===== config.mk =====
export PLATFORM = sky130hd
export DESIGN_NAME = bidi_line_reorder_top
export DESIGN_NICKNAME = d
export VERILOG_FILES = /design/src/rtl/blr_pkg.sv /design/src/rtl/bidi_line_reorder_top.sv /design/src/rtl/blr_ctrl.sv /design/src/rtl/blr_dp.sv
export SDC_FILE = /design/constraint.sdc
export NUM_CORES = 2
export LEC_CHECK = 0
export BUFFER_PORTS_ARGS = -buffer_cell sky130_fd_sc_hd__buf_2
export CELL_PAD_IN_SITES_DETAIL_PLACEMENT = 2
export CELL_PAD_IN_SITES_GLOBAL_PLACEMENT = 2
export CORE_MARGIN = 10
export CORE_UTILIZATION = 49
export DETAILED_ROUTE_END_ITERATION = 16
export PLACE_DENSITY_LB_ADDON = 0.12
export SYNTH_ARGS = -nofsm -noshare
export SYNTH_HDL_FRONTEND = slang
export SYNTH_SLANG_ARGS = --single-unit

===== constraint.sdc =====
create_clock -name clk -period 11.4 [get_ports clk]
set_clock_uncertainty 0.05 [all_clocks]
set_input_delay 2.28 -clock clk [delete_from_list [all_inputs] [get_ports clk]]
set_output_delay 2.28 -clock clk [all_outputs]
set_load 0.1 [all_outputs]

===== src/rtl/blr_pkg.sv =====
// ----------------------------------------------------------------------------
// blr_pkg: shared types and tables for the bidi line reorder block
// Character classes, controller phases, command and status structs,
// classification and mirroring tables.
// ----------------------------------------------------------------------------
package blr_pkg;

  localparam int MAX_CHARS_DEF = 64;

  // base_mode register codes
  localparam logic [1:0] MODE_AUTO = 2'd0;
  localparam logic [1:0] MODE_LTR  = 2'd1;
  localparam logic [1:0] MODE_RTL  = 2'd2;

  // bidi classes; NL and NR mark a neutral whose left neighbor is L or R
  typedef enum logic [3:0] {
    C_L   = 4'd0,
    C_R   = 4'd1,
    C_AL  = 4'd2,
    C_EN  = 4'd3,
    C_ES  = 4'd4,
    C_ET  = 4'd5,
    C_AN  = 4'd6,
    C_CS  = 4'd7,
    C_NSM = 4'd8,
    C_BN  = 4'd9,
    C_B   = 4'd10,
    C_S   = 4'd11,
    C_WS  = 4'd12,
    C_ON  = 4'd13,
    C_NL  = 4'd14,
    C_NR  = 4'd15
  } cls_t;

  // controller phases, also the command to the datapath
  typedef enum logic [5:0] {
    ST_LOAD,
    ST_CLS_RD, ST_CLS_EX,
    ST_BASE,
    ST_LINE,
    ST_FIND_RD, ST_FIND_EX,
    ST_W1_INIT, ST_W1_RD, ST_W1_EX,
    ST_W4_INIT, ST_W4_RD, ST_W4_EX,
    ST_W5_INIT, ST_W5_RD, ST_W5_EX,
    ST_W7_INIT, ST_W7_RD, ST_W7_EX,
    ST_LV_INIT, ST_LV_RD, ST_LV_EX,
    ST_R_INIT, ST_R_SRD, ST_R_SEX,
    ST_X1, ST_X2, ST_X3, ST_X4,
    ST_LDONE,
    ST_NL,
    ST_OUT_INIT, ST_O_RD1, ST_O_RD2, ST_O_EM
  } state_t;

  typedef struct packed {
    state_t op;
    logic   accept;
  } cmd_t;

  typedef struct packed {
    logic at_n;
    logic is_b;
    logic empty;
    logic at_hi;
    logic hi_m1;
    logic lo_p1;
    logic last_elem;
    logic hasodd;
    logic lvl_one;
    logic swap_more;
    logic inrun;
    logic in_level;
  } status_t;

  // class of one codepoint
  function automatic cls_t classify(input logic [20:0] c);
    if (c == 21'h0A) return C_B;
    if (c == 21'h09) return C_S;
    if (c == 21'h20) return C_WS;
    if (c == 21'h00A0) return C_CS;
    if (c == 21'h200E) return C_L;
    if (c == 21'h200F) return C_R;
    if (c == 21'h200C || c == 21'h200D) return C_BN;
    if (c >= 21'h30 && c <= 21'h39) return C_EN;
    if (c == 21'h2B || c == 21'h2D) return C_ES;
    if (c == 21'h23 || c == 21'h24 || c == 21'h25) return C_ET;
    if (c == 21'h2C || c == 21'h2E || c == 21'h3A || c == 21'h2F) return C_CS;
    if ((c >= 21'h41 && c <= 21'h5A) || (c >= 21'h61 && c <= 21'h7A)) return C_L;
    if (c >= 21'h0591 && c <= 21'h05BD) return C_NSM;
    if (c == 21'h05BF || c == 21'h05C1 || c == 21'h05C2 ||
        c == 21'h05C4 || c == 21'h05C5 || c == 21'h05C7) return C_NSM;
    if (c >= 21'h0590 && c <= 21'h05FF) return C_R;
    if (c >= 21'h0660 && c <= 21'h0669) return C_AN;
    if (c >= 21'h0600 && c <= 21'h06FF) return C_AL;
    if (c >= 21'h0750 && c <= 21'h077F) return C_AL;
    if (c < 21'h80) return C_ON;
    return C_L;
  endfunction

  // mirrored glyph for right-to-left display
  function automatic logic [20:0] mirror(input logic [20:0] c);
    case (c)
      21'h28:   return 21'h29;
      21'h29:   return 21'h28;
      21'h5B:   return 21'h5D;
      21'h5D:   return 21'h5B;
      21'h7B:   return 21'h7D;
      21'h7D:   return 21'h7B;
      21'h3C:   return 21'h3E;
      21'h3E:   return 21'h3C;
      21'h00AB: return 21'h00BB;
      21'h00BB: return 21'h00AB;
      default:  return c;
    endcase
  endfunction

  function automatic logic is_neutral(input cls_t t);
    return t == C_B || t == C_S || t == C_WS || t == C_ON || t == C_BN;
  endfunction

endpackage


===== src/rtl/bidi_line_reorder_top.sv =====
// ----------------------------------------------------------------------------
// bidi_line_reorder_top: bidirectional line reordering
// Loads a logical text, resolves each line with simplified bidi rules and
// emits every character in visual order.
//
//   channel   signals                                   handshake
//   input     start, busy, codepoint, text_end          start && !busy
//   config    cfg_valid, cfg_ready, cfg_data            cfg_valid && cfg_ready
//   result    result_valid, glyph, logical_index, ...   one-cycle strobe
//
// Loading accepts one request per cycle while busy is low. A request with
// text_end starts processing: each character is classified, then each
// line gets six sequential passes over the line memories and up to 2
// level scans with pairwise swaps for run reversal; then each result
// is emitted after a memory read of order, then text and level.
// busy stays high until the last result strobe. Reset is synchronous and
// clears the fill count, overflow flag and base_mode; no clearing pass.
// ----------------------------------------------------------------------------
module bidi_line_reorder_top #(
  parameter int MAX_CHARS = blr_pkg::MAX_CHARS_DEF
) (
  input  logic        clk,
  input  logic        rst,
  input  logic        start,
  output logic        busy,
  input  logic [20:0] codepoint,
  input  logic        text_end,
  input  logic        cfg_valid,
  output logic        cfg_ready,
  input  logic [1:0]  cfg_data,
  output logic        result_valid,
  output logic [20:0] glyph,
  output logic [5:0]  logical_index,
  output logic        is_rtl,
  output logic        base_is_rtl,
  output logic        overflowed,
  output logic        last_glyph
);
  import blr_pkg::*;

  cmd_t    cmd;
  status_t st;

  assign cfg_ready = !busy;

  // sequencer
  blr_ctrl u_ctrl (
    .clk      (clk),
    .rst      (rst),
    .start    (start),
    .text_end (text_end),
    .st       (st),
    .cmd      (cmd),
    .busy     (busy)
  );

  // stores and rule logic
  blr_dp #(
    .MAX_CHARS (MAX_CHARS)
  ) u_dp (
    .clk           (clk),
    .rst           (rst),
    .cmd           (cmd),
    .codepoint     (codepoint),
    .cfg_we        (cfg_valid && cfg_ready),
    .cfg_data      (cfg_data),
    .st            (st),
    .result_valid  (result_valid),
    .glyph         (glyph),
    .logical_index (logical_index),
    .is_rtl        (is_rtl),
    .base_is_rtl   (base_is_rtl),
    .overflowed    (overflowed),
    .last_glyph    (last_glyph)
  );

`ifndef SYNTHESIS
  // results are never strobed back to back
  a_strobe_gap: assert property (@(posedge clk) disable iff (rst)
    result_valid |=> !result_valid)
    else $error("back-to-back result strobes");

  // a strobe while idle can only be the final result
  a_idle_last: assert property (@(posedge clk) disable iff (rst)
    result_valid && !busy |-> last_glyph)
    else $error("result strobe while idle that is not the last");

  // leaving processing coincides with the final result
  a_end_last: assert property (@(posedge clk) disable iff (rst)
    $fell(busy) |-> result_valid && last_glyph)
    else $error("processing ended without the final result");
`endif

endmodule


===== src/rtl/blr_ctrl.sv =====
// ----------------------------------------------------------------------------
// blr_ctrl: phase sequencer
// Steps through loading, classification, the per-line rule passes,
// run reversal and output, driven by datapath status.
// ----------------------------------------------------------------------------
module blr_ctrl (
  input  logic             clk,
  input  logic             rst,
  input  logic             start,
  input  logic             text_end,
  input  blr_pkg::status_t st,
  output blr_pkg::cmd_t    cmd,
  output logic             busy
);
  import blr_pkg::*;

  state_t state, state_next;

  // state register
  always_ff @(posedge clk) begin
    if (rst) begin
      state <= ST_LOAD;
    end else begin
      state <= state_next;
    end
  end

  // next state and commands
  always_comb begin
    state_next = state;
    busy       = (state != ST_LOAD);
    cmd.op     = state;
    cmd.accept = start && (state == ST_LOAD);
    case (state)
      ST_LOAD:     if (start && text_end) state_next = ST_CLS_RD;
      ST_CLS_RD:   state_next = ST_CLS_EX;
      ST_CLS_EX:   state_next = st.last_elem ? ST_BASE : ST_CLS_RD;
      ST_BASE:     state_next = ST_LINE;
      ST_LINE:     state_next = st.at_n ? ST_OUT_INIT : ST_FIND_RD;
      ST_FIND_RD:  state_next = st.at_n ? ST_W1_INIT : ST_FIND_EX;
      ST_FIND_EX:  state_next = st.is_b ? ST_W1_INIT : ST_FIND_RD;
      ST_W1_INIT:  state_next = st.empty ? ST_NL : ST_W1_RD;
      ST_W1_RD:    state_next = ST_W1_EX;
      ST_W1_EX:    state_next = st.hi_m1 ? ST_W4_INIT : ST_W1_RD;
      ST_W4_INIT:  state_next = ST_W4_RD;
      ST_W4_RD:    state_next = ST_W4_EX;
      ST_W4_EX:    state_next = st.at_hi ? ST_W5_INIT : ST_W4_RD;
      ST_W5_INIT:  state_next = ST_W5_RD;
      ST_W5_RD:    state_next = ST_W5_EX;
      ST_W5_EX:    state_next = st.lo_p1 ? ST_W7_INIT : ST_W5_RD;
      ST_W7_INIT:  state_next = ST_W7_RD;
      ST_W7_RD:    state_next = ST_W7_EX;
      ST_W7_EX:    state_next = st.hi_m1 ? ST_LV_INIT : ST_W7_RD;
      ST_LV_INIT:  state_next = ST_LV_RD;
      ST_LV_RD:    state_next = ST_LV_EX;
      ST_LV_EX:    state_next = st.lo_p1 ? ST_R_INIT : ST_LV_RD;
      ST_R_INIT:   state_next = st.hasodd ? ST_R_SRD : ST_NL;
      ST_R_SRD: begin
        if (st.at_hi) state_next = st.inrun ? ST_X1 : ST_LDONE;
        else          state_next = ST_R_SEX;
      end
      ST_R_SEX:    state_next = (!st.in_level && st.inrun) ? ST_X1 : ST_R_SRD;
      ST_X1:       state_next = st.swap_more ? ST_X2 : ST_R_SRD;
      ST_X2:       state_next = ST_X3;
      ST_X3:       state_next = ST_X4;
      ST_X4:       state_next = ST_X1;
      ST_LDONE:    state_next = st.lvl_one ? ST_NL : ST_R_SRD;
      ST_NL:       state_next = ST_LINE;
      ST_OUT_INIT: state_next = ST_O_RD1;
      ST_O_RD1:    state_next = ST_O_RD2;
      ST_O_RD2:    state_next = ST_O_EM;
      ST_O_EM:     state_next = st.last_elem ? ST_LOAD : ST_O_RD1;
      default:     state_next = ST_LOAD;
    endcase
  end

endmodule


===== src/rtl/blr_dp.sv =====
// ----------------------------------------------------------------------------
// blr_dp: text stores and rule datapath
// Holds the text, class, level and visual order memories and the
// registers that carry context through each sequential pass.
// ----------------------------------------------------------------------------
module blr_dp #(
  parameter int MAX_CHARS = blr_pkg::MAX_CHARS_DEF
) (
  input  logic             clk,
  input  logic             rst,
  input  blr_pkg::cmd_t    cmd,
  input  logic [20:0]      codepoint,
  input  logic             cfg_we,
  input  logic [1:0]       cfg_data,
  output blr_pkg::status_t st,
  output logic             result_valid,
  output logic [20:0]      glyph,
  output logic [5:0]       logical_index,
  output logic             is_rtl,
  output logic             base_is_rtl,
  output logic             overflowed,
  output logic             last_glyph
);
  import blr_pkg::*;

  localparam int AW = $clog2(MAX_CHARS);
  localparam int CW = $clog2(MAX_CHARS + 1);

  // memories
  logic [20:0]   text_mem [MAX_CHARS];
  cls_t          t_mem    [MAX_CHARS];
  cls_t          o_mem    [MAX_CHARS];
  logic [1:0]    lv_mem   [MAX_CHARS];
  logic [AW-1:0] vo_mem   [MAX_CHARS];

  logic [20:0]   text_q;
  cls_t          t_q, o_q;
  logic [1:0]    lv_q;
  logic [AW-1:0] vo_q;

  // control and context registers
  logic [CW-1:0] count, lo, hi, ptr, s, e;
  logic          ovf, found, first_rtl, base, carry, prevdir, right, flag;
  logic          hasodd, inrun;
  logic [1:0]    mode, maxl, lvl;
  cls_t          cur, p4, last, prevw1;
  logic [AW-1:0] sv, li;

  logic [CW-1:0] pm1, pp1;
  logic [AW-1:0] aw, awm1, em1;
  cls_t          sor, c_cls, w1v, w13, w4v, w5f, w5b, w6, w7v, w7w, rv;
  logic          neut, ldir, rdir, flag_n;
  logic [1:0]    lvv;

  // memory ports
  logic          text_we, t_we, o_we, lv_we, vo_we;
  logic [AW-1:0] text_ra, t_ra, lv_ra, vo_ra, t_wa, lv_wa, vo_wa;
  cls_t          t_wd;
  logic [1:0]    lv_wd;
  logic [AW-1:0] vo_wd;

  assign pm1  = ptr - 1'b1;
  assign pp1  = ptr + 1'b1;
  assign aw   = ptr[AW-1:0];
  assign awm1 = pm1[AW-1:0];
  assign em1  = AW'(e - 1'b1);
  assign sor  = base ? C_R : C_L;

  // status to the controller
  always_comb begin
    st.at_n      = (ptr == count);
    st.is_b      = (o_q == C_B);
    st.empty     = (lo == hi);
    st.at_hi     = (ptr == hi);
    st.hi_m1     = (pp1 == hi);
    st.lo_p1     = (ptr == CW'(lo + 1'b1));
    st.last_elem = (pp1 == count);
    st.hasodd    = hasodd;
    st.lvl_one   = (lvl == 2'd1);
    st.swap_more = (CW'(s + 1'b1) < e);
    st.inrun     = inrun;
    st.in_level  = (lv_q >= lvl);
  end

  // per-pass rule logic
  always_comb begin
    c_cls = classify(text_q);
    // W1 to W3
    w1v = (t_q == C_NSM) ? ((ptr == lo) ? sor : prevw1) : t_q;
    if (w1v == C_AL)                       w13 = C_R;
    else if (w1v == C_EN && last == C_AL)  w13 = C_AN;
    else                                   w13 = w1v;
    // W4 with right neighbor in t_q, then forward half of W5
    w4v = cur;
    if (ptr > CW'(lo + 1'b1) && ptr < hi) begin
      if (cur == C_ES && p4 == C_EN && t_q == C_EN) w4v = C_EN;
      else if (cur == C_CS && p4 == C_EN && t_q == C_EN) w4v = C_EN;
      else if (cur == C_CS && p4 == C_AN && t_q == C_AN) w4v = C_AN;
    end
    w5f = (w4v == C_ET && carry) ? C_EN : w4v;
    // backward half of W5, then W6
    w5b = (t_q == C_ET && carry) ? C_EN : t_q;
    w6  = (w5b == C_ES || w5b == C_ET || w5b == C_CS) ? C_ON : w5b;
    // W7 and left-side tag for neutrals
    w7v  = (t_q == C_EN && last == C_L) ? C_L : t_q;
    neut = is_neutral(w7v);
    w7w  = neut ? (prevdir ? C_NR : C_NL) : w7v;
    // N1/N2 with the right neighbor carried backward
    ldir = (t_q == C_NR);
    rdir = (ldir == right) ? ldir : base;
    if (t_q == C_NL || t_q == C_NR) rv = rdir ? C_R : C_L;
    else                            rv = t_q;
    // I1/I2
    if (base) begin
      lvv = (rv == C_L || rv == C_EN || rv == C_AN) ? 2'd2 : 2'd1;
    end else begin
      if (rv == C_R)                      lvv = 2'd1;
      else if (rv == C_EN || rv == C_AN)  lvv = 2'd2;
      else                                lvv = 2'd0;
    end
    // L1 separators and trailing whitespace
    flag_n = flag;
    if (o_q == C_S || o_q == C_B) begin
      lvv    = {1'b0, base};
      flag_n = 1'b1;
    end else if (o_q == C_WS || o_q == C_BN) begin
      if (flag) lvv = {1'b0, base};
    end else begin
      flag_n = 1'b0;
    end
  end

  // memory port selection
  always_comb begin
    text_we = cmd.accept && (count < CW'(MAX_CHARS));
    text_ra = (cmd.op == ST_O_RD2) ? vo_q : aw;
    t_ra    = (cmd.op == ST_W5_RD || cmd.op == ST_LV_RD) ? awm1 : aw;
    lv_ra   = (cmd.op == ST_O_RD2) ? vo_q : aw;
    case (cmd.op)
      ST_X1:   vo_ra = s[AW-1:0];
      ST_X2:   vo_ra = em1;
      default: vo_ra = aw;
    endcase
    t_we  = 1'b0;
    o_we  = 1'b0;
    t_wa  = aw;
    t_wd  = c_cls;
    lv_we = 1'b0;
    lv_wa = awm1;
    lv_wd = lvv;
    vo_we = 1'b0;
    vo_wa = awm1;
    vo_wd = awm1;
    case (cmd.op)
      ST_CLS_EX: begin
        t_we = 1'b1;
        o_we = 1'b1;
      end
      ST_W1_EX: begin
        t_we = 1'b1;
        t_wd = w13;
      end
      ST_W4_EX: begin
        t_we = (ptr != lo);
        t_wa = awm1;
        t_wd = w5f;
      end
      ST_W5_EX: begin
        t_we = 1'b1;
        t_wa = awm1;
        t_wd = w6;
      end
      ST_W7_EX: begin
        t_we = 1'b1;
        t_wd = w7w;
      end
      ST_LV_EX: begin
        lv_we = 1'b1;
        vo_we = 1'b1;
      end
      ST_X3: begin
        vo_we = 1'b1;
        vo_wa = s[AW-1:0];
        vo_wd = vo_q;
      end
      ST_X4: begin
        vo_we = 1'b1;
        vo_wa = em1;
        vo_wd = sv;
      end
      ST_NL: begin
        lv_we = (hi != count);
        lv_wa = hi[AW-1:0];
        lv_wd = {1'b0, base};
        vo_we = (hi != count);
        vo_wa = hi[AW-1:0];
        vo_wd = hi[AW-1:0];
      end
      default: ;
    endcase
  end

  // memories with registered reads
  always_ff @(posedge clk) begin
    if (text_we) text_mem[count[AW-1:0]] <= codepoint;
    if (t_we)    t_mem[t_wa]  <= t_wd;
    if (o_we)    o_mem[aw]    <= c_cls;
    if (lv_we)   lv_mem[lv_wa] <= lv_wd;
    if (vo_we)   vo_mem[vo_wa] <= vo_wd;
    text_q <= text_mem[text_ra];
    t_q    <= t_mem[t_ra];
    o_q    <= o_mem[t_ra];
    lv_q   <= lv_mem[lv_ra];
    vo_q   <= vo_mem[vo_ra];
  end

  // control registers with reset
  always_ff @(posedge clk) begin
    if (rst) begin
      count        <= '0;
      ovf          <= 1'b0;
      mode         <= MODE_AUTO;
      result_valid <= 1'b0;
    end else begin
      result_valid <= (cmd.op == ST_O_EM);
      if (cfg_we) mode <= cfg_data;
      if (cmd.accept) begin
        if (count < CW'(MAX_CHARS)) count <= CW'(count + 1'b1);
        else                        ovf   <= 1'b1;
      end
      if (cmd.op == ST_O_EM && st.last_elem) begin
        count <= '0;
        ovf   <= 1'b0;
      end
    end
  end

  // pass registers
  always_ff @(posedge clk) begin
    case (cmd.op)
      ST_LOAD: begin
        ptr   <= '0;
        found <= 1'b0;
      end
      ST_CLS_EX: begin
        if (!found && (c_cls == C_L || c_cls == C_R || c_cls == C_AL)) begin
          found     <= 1'b1;
          first_rtl <= (c_cls != C_L);
        end
        ptr <= pp1;
      end
      ST_BASE: begin
        if (mode == MODE_LTR)      base <= 1'b0;
        else if (mode == MODE_RTL) base <= 1'b1;
        else                       base <= found && first_rtl;
        ptr <= '0;
      end
      ST_LINE:    lo <= ptr;
      ST_FIND_RD: if (ptr == count) hi <= ptr;
      ST_FIND_EX: begin
        if (o_q == C_B) hi  <= ptr;
        else            ptr <= pp1;
      end
      ST_W1_INIT: begin
        ptr  <= lo;
        last <= sor;
      end
      ST_W1_EX: begin
        prevw1 <= w1v;
        if (w1v == C_L || w1v == C_R || w1v == C_AL) last <= w1v;
        ptr <= pp1;
      end
      ST_W4_INIT: begin
        ptr   <= lo;
        carry <= 1'b0;
      end
      ST_W4_EX: begin
        if (ptr != lo) begin
          p4    <= w4v;
          carry <= (w5f == C_EN);
        end
        cur <= t_q;
        ptr <= pp1;
      end
      ST_W5_INIT: begin
        ptr   <= hi;
        carry <= 1'b0;
      end
      ST_W5_EX: begin
        if (t_q != C_ET) carry <= (t_q == C_EN);
        ptr <= pm1;
      end
      ST_W7_INIT: begin
        ptr     <= lo;
        last    <= sor;
        prevdir <= base;
      end
      ST_W7_EX: begin
        if (t_q == C_L || t_q == C_R) last <= t_q;
        if (!neut) prevdir <= (w7v != C_L);
        ptr <= pp1;
      end
      ST_LV_INIT: begin
        ptr    <= hi;
        right  <= base;
        flag   <= 1'b1;
        maxl   <= 2'd0;
        hasodd <= 1'b0;
      end
      ST_LV_EX: begin
        if (t_q != C_NL && t_q != C_NR) right <= (t_q != C_L);
        flag <= flag_n;
        if (lvv > maxl) maxl <= lvv;
        if (lvv[0]) hasodd <= 1'b1;
        ptr <= pm1;
      end
      ST_R_INIT: begin
        lvl   <= maxl;
        ptr   <= lo;
        inrun <= 1'b0;
      end
      ST_R_SRD: begin
        if (ptr == hi && inrun) begin
          e     <= ptr;
          inrun <= 1'b0;
        end
      end
      ST_R_SEX: begin
        if (lv_q >= lvl) begin
          if (!inrun) begin
            s     <= ptr;
            inrun <= 1'b1;
          end
        end else if (inrun) begin
          e     <= ptr;
          inrun <= 1'b0;
        end
        ptr <= pp1;
      end
      ST_X2: sv <= vo_q;
      ST_X4: begin
        s <= CW'(s + 1'b1);
        e <= CW'(e - 1'b1);
      end
      ST_LDONE: begin
        lvl <= lvl - 2'd1;
        ptr <= lo;
      end
      ST_NL:       ptr <= (hi != count) ? CW'(hi + 1'b1) : hi;
      ST_OUT_INIT: ptr <= '0;
      ST_O_RD2:    li  <= vo_q;
      ST_O_EM: begin
        glyph         <= lv_q[0] ? mirror(text_q) : text_q;
        logical_index <= 6'(li);
        is_rtl        <= lv_q[0];
        base_is_rtl   <= base;
        overflowed    <= ovf;
        last_glyph    <= st.last_elem;
        ptr           <= pp1;
      end
      default: ;
    endcase
  end

endmodule


### Word level (Yosys, flattened, before mapping)

Memories as Yosys holds them, arrays and structs flattened. A register that Yosys moved wholly into a read port is not among the register bits.
Cells that the tools add are included.

| storage, ports and cells | value |
|---|---|
| bits in registers | 124 |
| latch bits | 0 |
| bits in writable memories | 2368 |
| memory bits (read-only) | 0 |
| bits of input ports | 28 |
| memories kept | 5 |

| operators by class | value |
|---|---|
| $add $sub $neg | 8 |
| multipliers | 0 |
| divide/modulo/power cells | 0 |
| order comparisons | 23 |
| equal/unequal tests | 136 |
| shifts and indexed selects | 0 |
| multiplexer cells | 371 |
| bitwise operators | 1 |
| reductions and logical operators | 113 |

Memory list:

| name | depth | width | rd ports | clocked after Yosys merged registers in | wr ports | RTL line | RTL |
|---|---|---|---|---|---|---|---|
| u_dp.text_mem | 64 | 21 | 1 | 1 | 1 | blr_dp.sv:30 | `logic [20:0] text_mem [MAX_CHARS];` |
| u_dp.vo_mem | 64 | 6 | 1 | 1 | 1 | blr_dp.sv:34 | `logic [AW-1:0] vo_mem [MAX_CHARS];` |
| u_dp.o_mem | 64 | 4 | 1 | 1 | 1 | blr_dp.sv:32 | `cls_t o_mem [MAX_CHARS];` |
| u_dp.t_mem | 64 | 4 | 1 | 1 | 1 | blr_dp.sv:31 | `cls_t t_mem [MAX_CHARS];` |
| u_dp.lv_mem | 64 | 2 | 1 | 1 | 1 | blr_dp.sv:33 | `logic [1:0] lv_mem [MAX_CHARS];` |

Operators by type and width:

| operator | number |
|---|---|
| $mux 4 | 95 |
| $eq 21x6->1 const B | 14 |
| $mux 1 | 217 |
| $pmux 21 s10 | 1 |
| $pmux 6 s34 | 1 |
| $eq 21x11->1 const B | 6 |
| $ge 21x11->1 const B | 5 |
| $le 21x11->1 const B | 5 |
| $eq 6x5->1 const B | 16 |
| $eq 21x14->1 const B | 4 |
| $eq 21x7->1 const B | 4 |
| $eq 21x8->1 const B | 3 |
| $mux 7 | 9 |
| $eq 7x7->1 | 7 |
| $pmux 7 s7 | 1 |
| $eq 4x4->1 const B | 12 |
| $eq 6x4->1 const B | 8 |
| $eq 21x4->1 const B | 2 |
| $ge 21x7->1 const B | 2 |
| $le 21x7->1 const B | 2 |
| $mux 6 | 7 |
| $eq 4x3->1 const B | 10 |
| $pmux 6 s3 | 2 |
| $add 7x1->7 const B | 5 |
| other kinds (56) | 214 |

### Logic depth before layout (Yosys ltp)

| depth | value |
|---|---|
| word-level depth | 198 |
| depth in mapped cells | 14 |
| gate-level depth less buffers | 11 |

### By module

Synthesis repeated with hierarchy kept, for this count alone.

| second synthesis, totals | value |
|---|---|
| cells, all modules | 7207 |
| area, all modules | 104823.0 µm² |

By module, submodules not included:

| module | times used | cells each | area each (µm²) |
|---|---|---|---|
| blr_dp | 1 | 7084 | 103923.4 |
| blr_ctrl | 1 | 121 | 889.6 |
| bidi_line_reorder_top | 1 | 2 | 10.0 |

### Worst setup path before layout

Ideal clock, no wire load.

| timing path | value |
|---|---|
| path type | flip-flop to flip-flop |
| from | reg u_dp.text_q[2], read port of u_dp.text_mem |
| to | mem u_dp.t_mem[0][3] (netlist bit) (data pin) |
| data arrival time | 6.126 ns |
| data required time | 10.802 ns |
| slack | 4.676 ns |
| stages on the path, launching flop included | 10 |
| cells stage by stage | dfxtp_1 clkbuf_1 xor2_1 a2111oi_0 o22ai_1 a21oi_1 nor3_1 o21ai_0 nor2_1 a21oi_1 |

| on the way | value |
|---|---|
| cells in the longest elaborated chain, start to end | 76 |
| elaborated cells between the ends (all ways) | 326 |
| those cells by class | order compare: 17; eq/ne: 23; mux: 265; reduce/logical: 21 |

Ends and longest elaborated chain:

| element | RTL line | RTL |
|---|---|---|
| start, declared | blr_dp.sv:36 | `logic [20:0] text_q;` |
| $eq 21x4->1 | blr_pkg.sv:77 | `if (c == 21'h09) return C_S;` |
| $mux 4 | blr_pkg.sv:77 |  |
| $mux 4 | blr_pkg.sv:78 | `if (c == 21'h20) return C_WS;` |
| $mux 4 | blr_pkg.sv:79 | `if (c == 21'h00A0) return C_CS;` |
| $mux 4 (3 in a row) | n/a |  |
| $mux 4 | blr_pkg.sv:80 | `if (c == 21'h200E) return C_L;` |
| $mux 4 | blr_pkg.sv:81 | `if (c == 21'h200F) return C_R;` |
| $mux 4 | blr_pkg.sv:82 | `if (c == 21'h200C \|\| c == 21'h200D) return C_BN;` |
| [60 not listed] | n/a |  |
| $mux 4 | blr_pkg.sv:81 |  |
| $mux 4 | blr_pkg.sv:80 |  |
| $mux 4 | blr_pkg.sv:79 |  |
| $mux 4 | blr_pkg.sv:78 |  |
| $mux 4 (*) | blr_pkg.sv:77 |  |
| net u_dp.c_cls[3] | blr_dp.sv:51 | `cls_t sor, c_cls, w1v, w13, w4v, w5f, w5b, w6, w7v, w7w, rv;` |
| $pmux 4 s4 (*) | blr_dp.sv:154 | `case (cmd.op)` |
| net u_dp.t_wd[3] | blr_dp.sv:58 | `cls_t t_wd;` |
| end, declared | blr_dp.sv:31 |  |

The timed path passes the listed nets; every way through them passes the cells marked *. The select of a mux whose other input is x is not followed.

### Final worst setup path

| timing path | value |
|---|---|
| from | reg u_ctrl.state[1] |
| to | reg u_dp.text_q[7], read port of u_dp.text_mem |

| on the way | value |
|---|---|
| cells in the longest elaborated chain, start to end | 2 |

Ends and longest elaborated chain:

| element | RTL line | RTL |
|---|---|---|
| start, declared | blr_ctrl.sv:17 | `state_t state, state_next;` |
| start signal, assigned | blr_ctrl.sv:24 | `state <= state_next;` |
| $eq 6x6->1 | blr_dp.sv:136 | `text_ra = (cmd.op == ST_O_RD2) ? vo_q : aw;` |
| $mux 6 | blr_dp.sv:136 |  |

No other way between the ends.
A chain may end at the register's enable or synchronous reset.

==> flow_summary.json <==
{
  "synthArstFlopShare_pct": 0,
  "synth_fa_ha_area_share_pct": 0.379,
  "die_h_microns": 484,
  "grt_usage_pct": 34.7,
  "routed_wl_mm": 419,
  "final_area_sq_mm": 0.118,
  "numCtsBuffers": 287,
  "required_ps": 12190,
  "hold_slack_ps": 368,
  "crit_start": "u_ctrl.state[1]",
  "drc": 0,
  "ys_types": 98,
  "numClockSinks": 2529,
  "synth_simple_gate_area_share_pct": 12.3,
  "core_area_sq_mm": 0.214,
  "wire_per_inst_microns": 38.7,
  "post-cts-setup-buffers": 0,
  "finalSetupViolations": 0,
  "insertion_delay_ps": 950,
  "grt_overflow": 0,
  "syn_nets": 7859,
  "pwr-share-clk_pct": 33.1,
  "critPathMaxFanout": 184,
  "clock.fmax_mhz": 171,
  "gp_congestion": 0.838,
  "synth-compound-area-share_pct": 9.75,
  "wl_met2_mm": 207,
  "ys_ff_latch": 2529,
  "seqPwrFrac_pct": 39.9,
  "layout-area-overhead-vs-synth_pct": 11.8,
  "p_switching_mw": 9.88,
  "first_global_vias": 80600,
  "startpoint_type": "register",
  "p_total_mw": 27.7,
  "status": "complete, no violations",
  "ys.flop_type": "edfxtp_1",
  "synthMuxAreaShare_pct": 2.82,
  "drt-met1-wl_mm": 152,
  "internal_power_mw": 17.8,
  "cts-root-buf": "clkbuf_16",
  "rsz0062_at_grt": "no",
  "cp_slowest_cell": "nor4_4",
  "placed_area_sq_mm": 0.109,
  "powerDensity_mw_per_mm2": 235,
  "path_class": "reg -> reg",
  "synth_top_family_by_area": "simple AND/OR/NAND/NOR gates",
  "worst_slack_ps": 5540,
  "die_x_microns": 484,
  "preCtsSetupSlack_ps": 5560,
  "holdCritStartpoint": "u_dp.li[5]",
  "initial_core_util_pct": 49.2,
  "first_iter_violations": 9004,
  "yosysSeqAreaShare_pct": 71.5,
  "grt_pass1_wl_mm": 601,
  "setup_total_negative_slack_ps": 0,
  "synth_xor_xnor_area_share_pct": 0.779,
  "vias_per_cell": 6.87,
  "combPwrFrac_pct": 27.0,
  "cts_buffer_depth": 4,
  "worstPathArrival_ps": 6660,
  "cpPeakStageDelay_ps": 740,
  "p_sw_share_pct": 35.7,
  "maxCapViolCount": 0,
  "path_cells": "buf_4, nor4_4, nand2_4, nand2_8, buf_12, buf_4, a211oi_1, a311o_1, nand4_1, nand3_1, nand4_1",
  "syn_area_per_cell_sq_um": 13.5,
  "min_path_type": "reg -> reg",
  "fin_crit_sh_pct": 51.4,
  "grt_antenna_before_repair": 15,
  "highest_layer": "met5",
  "io_buffers": 61,
  "dieArea_sq_mm": 0.234,
  "fin_nets": 7844,
  "peakVddDrop_uv": 240,
  "yosys_warnings": 0,
  "drive_above_1_share_pct": 11.0,
  "drv_slew": 0,
  "worst_pin_slew_ps": 1360,
  "syn_inst": 7799,
  "end_kind": "register",
  "leakage_nw": 39.4,
  "vias": 74400,
  "hold_buffers": 0,
  "clk_pin_slew_ps": 60,
  "r2r_start": "u_ctrl.state[1]",
  "hold_viol_final": 0,
  "period_needed_ps": 5860,
  "cts_resized": 0,
  "synth_edf_count": 2475,
  "route.met3.wl_mm": 29.4,
  "num_rows": 170,
  "tritoncts": "built",
  "htree_levels": 5,
  "io-pin-count": 62,
  "dp_hpwl_mm": 236,
  "slew_headroom_pct": 9.27,
  "ant_nets": 0,
  "netlist_area_sq_mm": 0.106,
  "drt_first_pass_iters": 6,
  "grt_max_degree": 185
}
## final cells by class
| cell class | count | area [sq um] |
|---|---|---|
| antenna | 4 | 10.0 |
| timing repair buffer | 266 | 1960 |
| multi-input combinational | 4650 | 28100 |
| tap | 2838 | 3550 |
| clock inverter | 111 | 1050 |
| clock buffer | 379 | 7770 |
| fill | 19300 | 96400 |
| sequential | 2529 | 75400 |
| inverter | 50 | 188 |
## cell families (layout without fill, tap and decap cells)
kind of cell / after synthesis / in the layout
and+or+nand+nor: 2847 / 2847
buffers and inverters: 620 / 806
AOI/OAI and AO/OA: 1440 / 1440
other: 0 / 4
DFF: 2529 / 2529
muxes: 238 / 238
adders and majority gates: 32 / 32
xor gates and xnor gates: 93 / 93
## flip-flops by register name, summed over array words and instances (netlist names), 6 cells and up
register and cells:
u_dp.vo_q 6, u_dp.lo 7, u_dp.glyph 21, u_dp.s 7
u_dp.text_q 21, u_dp.vo_mem 384, u_dp.t_mem 256, u_dp.sv 6
u_dp.logical_index 6, u_dp.e 7, u_dp.li 6, u_dp.ptr 7
u_dp.count 7, u_dp.text_mem 1344, u_ctrl.state 6, u_dp.hi 7
u_dp.lv_mem 128, u_dp.o_mem 256
## routing by layer
layer	up-vias	GRT usage, %
li1	29900	-
met1	39000	41.8
met2	4123	58.9
met3	1342	5.38
met4	10	21.3
met5	-	0
## synth_stat cells (all sizes together), types with 16 or more instances
master | count | share of area, %
edfxtp | 2475 | 70
nand2 | 1232 | 4.4
nor2 | 527 | 1.9
a211oi | 427 | 3.0
and3 | 419 | 2.5
nand3 | 406 | 1.9
clkbuf | 373 | 1.3
a31oi | 251 | 1.5
o21ai | 202 | 0.97
buf | 197 | 0.98
mux2i | 157 | 1.5
a21oi | 118 | 0.56
a22o | 88 | 0.73
nand4 | 81 | 0.48
a311o | 67 | 0.64
dfxtp | 54 | 1.0
xnor2 | 49 | 0.41
inv | 47 | 0.17
mux4 | 44 | 0.94
xor2 | 44 | 0.37
a32oi | 42 | 0.35
nor3 | 39 | 0.19
mux2 | 37 | 0.39
a22oi | 35 | 0.25
ha | 32 | 0.38
o211a | 29 | 0.28
a31o | 25 | 0.21
nor4 | 22 | 0.15
nor2b | 20 | 0.12
o22ai | 20 | 0.12
and2 | 19 | 0.11
nand2b | 17 | 0.10
or3 | 16 | 0.095
## through the flow
step	std cells	utilization, %
after floorplan	7799	-
after global placement	10300	50.9
after detailed placement	10300	50.9
after CTS	10800	55.0
after global routing	10800	55.0
final	10800	55.0
## critical path: cells and delay by family (launching register included)
| family | cells | cell delay, ps |
|---|---|---|
| flip-flops | 1 | 320 |
| AO/OA/AOI/OAI | 2 | 590 |
| AND/OR/NAND/NOR | 6 | 2840 |
| buffers and inverters | 3 | 1720 |
## power by group through the flow
stage	clock, mW	sequential, mW	combinational (mW)
6_report	9.18	11.1	7.48
5_1_grt	9.57	11.0	7.77
4_1_cts	9.22	11.0	7.32
3_5_place_dp	0	11.2	7.05
3_3_place_gp	0	11.2	6.59
2_1_floorplan	0	11.0	4.11
## layout by cell type (no fill, tap or decap), types with 44 or more instances in the layout
cell          n
a21oi_1     111
clkbuf_1     76
buf_2        61
a31oi_1     248
clkbuf_16   294
nand3_1     403
nor2_2       71
dfxtp_1      54
nand4_1      81
xnor2_1      44
buf_4       194
a211oi_1    427
o21ai_0     165
and3_1      418
nand2_1    1229
nor2_1      447
edfxtp_1   2475
inv_1        45
mux2i_1     152
a22o_1       88
a311o_1      67
mux4_2       44
## final timing paths
kind | end | slack, ps | cells after the start
max | u_dp.text_q[7] | 5540 | 11
min | u_dp.logical_index[5] | 370 | 0
min reg2reg | u_dp.logical_index[5] | 370 | 0
max reg2reg | u_dp.text_q[7] | 5540 | 11
Note: power is estimated with default switching activity, not from simulation.
